`src/hw/rtl/dsat_pkg.sv`:
```
// Shared types and constants of the sector address translator.
// No dependencies; used by the divider cell, the top level and the checker.
package dsat_pkg;

  localparam int ADDR_W        = 28;
  localparam int DIV_W         = 8;
  localparam int STEPS_PER_CELL = 4;
  localparam int CELLS_PER_DIV = ADDR_W / STEPS_PER_CELL;
  localparam int NUM_CELLS     = 2 * CELLS_PER_DIV;

  localparam logic [2:0] LBA_SELECT = 3'b111;
  localparam logic [2:0] CHS_SELECT = 3'b101;

  localparam logic [7:0] SPT_RESET   = 8'd63;
  localparam logic [4:0] HEADS_RESET = 5'd16;

  typedef enum logic [2:0] {
    REG_D0_LBA   = 3'd0,
    REG_D0_SPT   = 3'd1,
    REG_D0_HEADS = 3'd2,
    REG_D1_LBA   = 3'd3,
    REG_D1_SPT   = 3'd4,
    REG_D1_HEADS = 3'd5
  } dsat_reg_t;

  // Item as it travels down the divider chain.
  typedef struct packed {
    logic              drive;
    logic              lba;
    logic [ADDR_W-1:0] lin;       // original address, for LBA pass-through
    logic [ADDR_W-1:0] num;       // dividend bits out on top, quotient bits in below
    logic [DIV_W-1:0]  rem;       // running remainder
    logic [DIV_W-1:0]  dvs;       // divisor of the current division
    logic [DIV_W-1:0]  dvs_next;  // divisor of the second division
    logic [DIV_W-1:0]  srem;      // remainder of the first division
  } dsat_item_t;

endpackage

```
`src/hw/rtl/disk_sector_address_translator.sv`:
```
// Top level of the ATA sector address translator: LBA pass-through or CHS
// conversion by a chain of restoring-divider cells. Depends on dsat_pkg, dsat_cell.
//
//  channel | direction | payload
//  in_     | slave     | tdata[27:0] linear_sector, tuser[0] drive_select
//  out_    | master    | tdata sector/cyl_low/cyl_high/drive_head bytes,
//          |           | tuser[0] cylinder_overflow
//  cfg_    | write only| cfg_index selects register, cfg_wdata[7:0] value
//
// Throughput: one transfer per cycle on each side while out_ is not stalled.
// The chain holds 14 divider cells, each doing four quotient bits (seven cells
// divide by sectors per track, seven by heads).
// Reset (synchronous, rst_n low) empties the chain and restores the registers.
// A stall on out_ ripples back cell by cell; empty cells keep accepting, so the
// input side stalls only once every cell holds an item.
module disk_sector_address_translator
  import dsat_pkg::*;
(
  input  logic        clk,
  input  logic        rst_n,
  // input stream
  input  logic        in_tvalid,
  output logic        in_tready,
  input  logic [31:0] in_tdata,   // [27:0] linear_sector, [31:28] zero
  input  logic [0:0]  in_tuser,   // [0] drive_select
  // result stream
  output logic        out_tvalid,
  input  logic        out_tready,
  output logic [31:0] out_tdata,  // [7:0] sector_byte, [15:8] cyl_low_byte,
                                  // [23:16] cyl_high_byte, [31:24] drive_head_byte
  output logic [0:0]  out_tuser,  // [0] cylinder_overflow
  // configuration writes
  input  logic        cfg_wr_en,
  input  logic [2:0]  cfg_index,
  input  logic [7:0]  cfg_wdata
);

  // Per-drive configuration registers.
  logic [1:0]       lba_mode_r;
  logic [DIV_W-1:0] spt_r   [2];
  logic [4:0]       heads_r [2];

  always_ff @(posedge clk) begin
    if (!rst_n) begin
      lba_mode_r <= '0;
      spt_r[0]   <= SPT_RESET;
      spt_r[1]   <= SPT_RESET;
      heads_r[0] <= HEADS_RESET;
      heads_r[1] <= HEADS_RESET;
    end else if (cfg_wr_en) begin
      unique case (cfg_index)
        REG_D0_LBA:   lba_mode_r[0] <= cfg_wdata[0];
        REG_D0_SPT:   spt_r[0]      <= cfg_wdata;
        REG_D0_HEADS: heads_r[0]    <= cfg_wdata[4:0];
        REG_D1_LBA:   lba_mode_r[1] <= cfg_wdata[0];
        REG_D1_SPT:   spt_r[1]      <= cfg_wdata;
        REG_D1_HEADS: heads_r[1]    <= cfg_wdata[4:0];
        default: ;  // drop writes to unused indexes
      endcase
    end
  end

  // Links between cells: link i feeds cell i, cell i drives link i+1.
  dsat_item_t link_d   [NUM_CELLS+1];
  logic       link_v   [NUM_CELLS+1];
  logic       link_rdy [NUM_CELLS+1];

  // Load the chain: pick the drive's divisors and start with a clear remainder.
  always_comb begin
    link_d[0].drive    = in_tuser[0];
    link_d[0].lba      = lba_mode_r[in_tuser[0]];
    link_d[0].lin      = in_tdata[ADDR_W-1:0];
    link_d[0].num      = in_tdata[ADDR_W-1:0];
    link_d[0].rem      = '0;
    link_d[0].dvs      = spt_r[in_tuser[0]];
    link_d[0].dvs_next = {{(DIV_W-5){1'b0}}, heads_r[in_tuser[0]]};
    link_d[0].srem     = '0;
  end
  assign link_v[0]  = in_tvalid;
  assign in_tready  = link_rdy[0];

  genvar g;
  generate
    for (g = 0; g < NUM_CELLS; g++) begin : g_cell
      dsat_item_t cell_in;
      if (g == CELLS_PER_DIV) begin : g_swap
        // First division done: keep the track number as dividend, save the
        // sector remainder, and switch to the head count.
        always_comb begin
          cell_in      = link_d[g];
          cell_in.srem = link_d[g].rem;
          cell_in.rem  = '0;
          cell_in.dvs  = link_d[g].dvs_next;
        end
      end else begin : g_pass
        assign cell_in = link_d[g];
      end

      dsat_cell u_cell (
        .clk      (clk),
        .rst_n    (rst_n),
        .up_valid (link_v[g]),
        .up_ready (link_rdy[g]),
        .up_data  (cell_in),
        .dn_valid (link_v[g+1]),
        .dn_ready (link_rdy[g+1]),
        .dn_data  (link_d[g+1])
      );
    end
  endgenerate

  // Format the task-file bytes from the last cell's register.
  dsat_item_t fin;
  logic [7:0] sector_byte;
  logic [7:0] cyl_low_byte;
  logic [7:0] cyl_high_byte;
  logic [7:0] drive_head_byte;
  logic       cylinder_overflow;

  assign fin = link_d[NUM_CELLS];

  always_comb begin
    if (fin.lba) begin
      sector_byte       = fin.lin[7:0];
      cyl_low_byte      = fin.lin[15:8];
      cyl_high_byte     = fin.lin[23:16];
      drive_head_byte   = {LBA_SELECT, fin.drive, fin.lin[27:24]};
      cylinder_overflow = 1'b0;
    end else begin
      // sector numbers count from one; a remainder of 255 wraps to zero
      sector_byte       = fin.srem + 8'd1;
      cyl_low_byte      = fin.num[7:0];
      cyl_high_byte     = fin.num[15:8];
      drive_head_byte   = {CHS_SELECT, fin.drive, fin.rem[3:0]};
      cylinder_overflow = |fin.num[ADDR_W-1:16];
    end
  end

  assign out_tvalid          = link_v[NUM_CELLS];
  assign link_rdy[NUM_CELLS] = out_tready;
  assign out_tdata           = {drive_head_byte, cyl_high_byte, cyl_low_byte, sector_byte};
  assign out_tuser           = cylinder_overflow;

endmodule

```
`src/hw/rtl/dsat_cell.sv`:
```
// One divider cell: a few restoring-division steps, then a pipeline register.
// Depends on dsat_pkg.
module dsat_cell
  import dsat_pkg::*;
(
  input  logic       clk,
  input  logic       rst_n,
  input  logic       up_valid,
  output logic       up_ready,
  input  dsat_item_t up_data,
  output logic       dn_valid,
  input  logic       dn_ready,
  output dsat_item_t dn_data
);

  logic       valid_r;
  dsat_item_t data_r;
  dsat_item_t data_nxt;

  always_comb begin
    logic [DIV_W:0] trial;
    data_nxt = up_data;
    for (int s = 0; s < STEPS_PER_CELL; s++) begin
      trial = {data_nxt.rem, data_nxt.num[ADDR_W-1]};
      if (trial >= {1'b0, data_nxt.dvs}) begin
        trial = trial - {1'b0, data_nxt.dvs};
        data_nxt.num = {data_nxt.num[ADDR_W-2:0], 1'b1};
      end else begin
        data_nxt.num = {data_nxt.num[ADDR_W-2:0], 1'b0};
      end
      // a zero divisor keeps only the low byte of the shifted-in dividend
      data_nxt.rem = trial[DIV_W-1:0];
    end
  end

  assign up_ready = !valid_r || dn_ready;

  always_ff @(posedge clk) begin
    if (!rst_n) begin
      valid_r <= 1'b0;
    end else if (up_ready) begin
      valid_r <= up_valid;
    end
  end

  always_ff @(posedge clk) begin
    if (up_ready && up_valid) begin
      data_r <= data_nxt;
    end
  end

  assign dn_valid = valid_r;
  assign dn_data  = data_r;

endmodule

```
`config.mk`:
```
export PLATFORM = sky130hd
export DESIGN_NAME = disk_sector_address_translator
export DESIGN_NICKNAME = d
export VERILOG_FILES = /design/src/hw/rtl/dsat_pkg.sv /design/src/hw/rtl/disk_sector_address_translator.sv /design/src/hw/rtl/dsat_cell.sv
export SDC_FILE = /design/constraint.sdc
export NUM_CORES = 2
export LEC_CHECK = 0
export ABC_AREA = 1
export BUFFER_PORTS_ARGS = -buffer_cell sky130_fd_sc_hd__buf_2
export CAP_MARGIN = 20
export CORE_MARGIN = 8
export CORE_UTILIZATION = 40
export CTS_BUF_LIST = sky130_fd_sc_hd__clkbuf_4
export DETAILED_ROUTE_END_ITERATION = 8
export GPL_ROUTABILITY_DRIVEN = 0
export SETUP_SLACK_MARGIN = 0.05
export SYNTH_ARGS = -nofsm -noshare
export SYNTH_HDL_FRONTEND = slang
export SYNTH_HIERARCHICAL = 1
export SYNTH_SLANG_ARGS = --single-unit
export TNS_END_PERCENT = 100
```
`constraint.sdc`:
```
create_clock -name clk -period 9.6 [get_ports clk]
set_input_delay 0.96 -clock clk [delete_from_list [all_inputs] [get_ports clk]]
set_output_delay 0.96 -clock clk [all_outputs]
set_load 0.02 [all_outputs]
```
==> results.md <==
* Worst path most repeated cell: nand2_1
* Final setup viols at 0
* Final Max Tran Viols at 0
* # H-tree levels at 5
* Clock Path Buffers at 4
* CTS tree: yes
* Slowest CP cell: edfxtp_1
* Critical path class: register to register
* Die height at 417 um
* Largest net degree at the start of global routing at 66
* DRC at 0
* Seq. cell area at around 35000 um^2
* Worst-Margin Slew at 0.975 ns
* Clk slew on worst S/H paths at about 0.060 ns
* Slew HR at between 30% and 40%
* Setup crit start kind: register
* Layout cells sized above 1 at 16.0%
* Worst Hold Class: input port to register
* Post-CTS sizing at 0
* Most common cell after layout, fill and taps aside: nand2_1
* Status: complete, no violations
* Net count, final at just over 7000
* Layout fillers at about 15000
* Vias per cell at approximately 4.8
* Period utilisation layout at between 70 and 80%
* Cts bufs inserted at 320
* Yosys warning count at 6
* Core area at approximately 160000 um^2
* CP Capture Type: register
* Crit path to: g_cell[1].u_cell/dn_data[24]
* Max frequency at between 100 and 150 MHz
* Worst Min Path Start: in_tuser
* Reg2Reg Depth at 39
* First-pass GRT wire length at a little over 200 mm
* Vias in the first global route at around 41000
* Worst hold path cell count at 1
* Routed WL per cell at 14.4 um
* 1st-iter DRT viols at about 2400
* Router iterations before antenna repair at 8
* Worst Skew at about 0.11 ns
* Die area at between 150000 and 200000 um^2
* Antenna violations before repair at 10
* Critical path origin: g_cell[0].u_cell/dn_data[17]
* Row count at approximately 150
* Routed vias at approximately 42000
* Multi-input gate area at ~26000 um^2
* Hpwl dp at 95.5 mm
* RSZ-0062 raised after global routing: false
* Total gr overflow at 0
* Tmin final at roughly 7.5 ns
* Most frequent cells in the layout: nand2_1 (1583), edfxtp_1 (1154), inv_1 (840)
* Worst reg2reg startpoint: g_cell[0].u_cell/dn_data[17]
* Critical path data arrival time at approximately 8.4 ns
* Die X at between 400 and 500 um
* All-Layer GR Usage at between 10% and 20%
* Total clock sinks at roughly 1200
* IO Port Bufs at 77
* Total wire length at 128 mm
* Setup_tns at 0 ns
* Area of the mapped netlist at between 60000 and 70000 um^2
* Clk_lat worst skew at about 1.2 ns
* Max Cap Violations at 0
* R2r endpoint: g_cell[1].u_cell/dn_data[24]
* Synthesized area per cell at between 10 and 15 um^2
* CTS Root Cell: clkbuf_4
* Hold Fails Final Rpt at 0
* Critical path peak fanout at 15
* Worst endpoint required time at between 10 and 15 ns
* Cells after synthesis at roughly 6100
* Initial Util at between 40% and 50%
* Worst R2R Setup Slack at 2.14 ns
* I/O Pins at 84
* Post-CTS setup repair buffer count at 0
* CP peak stage delay at 0.53 ns
* Area grow syn2layout at 11.1%
* Final ANT Viol Nets at 0
critical path: cells and delay by family (launching register included):
family,cells,cell delay [ns]
simple gates,23,3.01
compound gates,9,1.79
fa+ha+maj,4,1.34
flops,1,0.53
buf+inv,3,0.49
cell type report:
cell class              count  area share (%)
diodes                     10          0.0351
clock buffers             449            4.73
clock inverters            63           0.544
inverters                 913            4.82
multi-input cells        4031            35.8
flip-flops and latches   1170            49.1
well taps                2086            3.66
repair buffers            141            1.37
registers in the layout, indices dropped and copies added (netlist names):
| name | count |
|---|---|
| g_cell.u_cell/dn_data | 1128 |
| g_cell.u_cell/dn_valid | 14 |
| heads_r | 10 |
| lba_mode_r | 2 |
| spt_r | 16 |
stage by stage:
stage          instances  hold WS (ns)  instance area (um^2)  setup WS, ns  utilization [%]
6_report            8863         0.246                 71300          2.14             44.6
5_1_grt             8862        0.0882                 71300          1.52             44.5
4_1_cts             8853        0.0143                 71300          2.22             44.5
3_5_place_dp        8297         0.405                 67100          1.71             41.9
3_3_place_gp        8297         0.400                 67100          1.78             41.9
2_1_floorplan       6166         0.400                 64300          2.74                -
worst min-delay path by stage:
| stage | end | slack (ns) |
|---|---|---|
| after floorplan | g_cell[10].u_cell/dn_data[0] | 0.40 |
| after global placement | g_cell[1].u_cell/dn_data[89] | 0.40 |
| after detailed placement | g_cell[10].u_cell/dn_data[49] | 0.40 |
| after CTS | g_cell[8].u_cell/dn_valid | 0.01 |
| after global routing | g_cell[0].u_cell/dn_data[89] | 0.09 |
| final | g_cell[0].u_cell/dn_data[89] | 0.25 |
per-layer routing:
layer	wire (um)	global-route usage, %
met1	59400	19.1
met2	59300	23.8
met3	6420	3.18
met4	2660	4.83
met5	13	0
timing repair:
action / in CTS / in global routing
setup endpoints to repair: 0 / 0
hold buffers: 44 / 0
endpoints found under the hold margin: 79 / 0
Power is not shown: default switching activity piles up to over one toggle a cycle in this logic, so the estimate is an artifact.
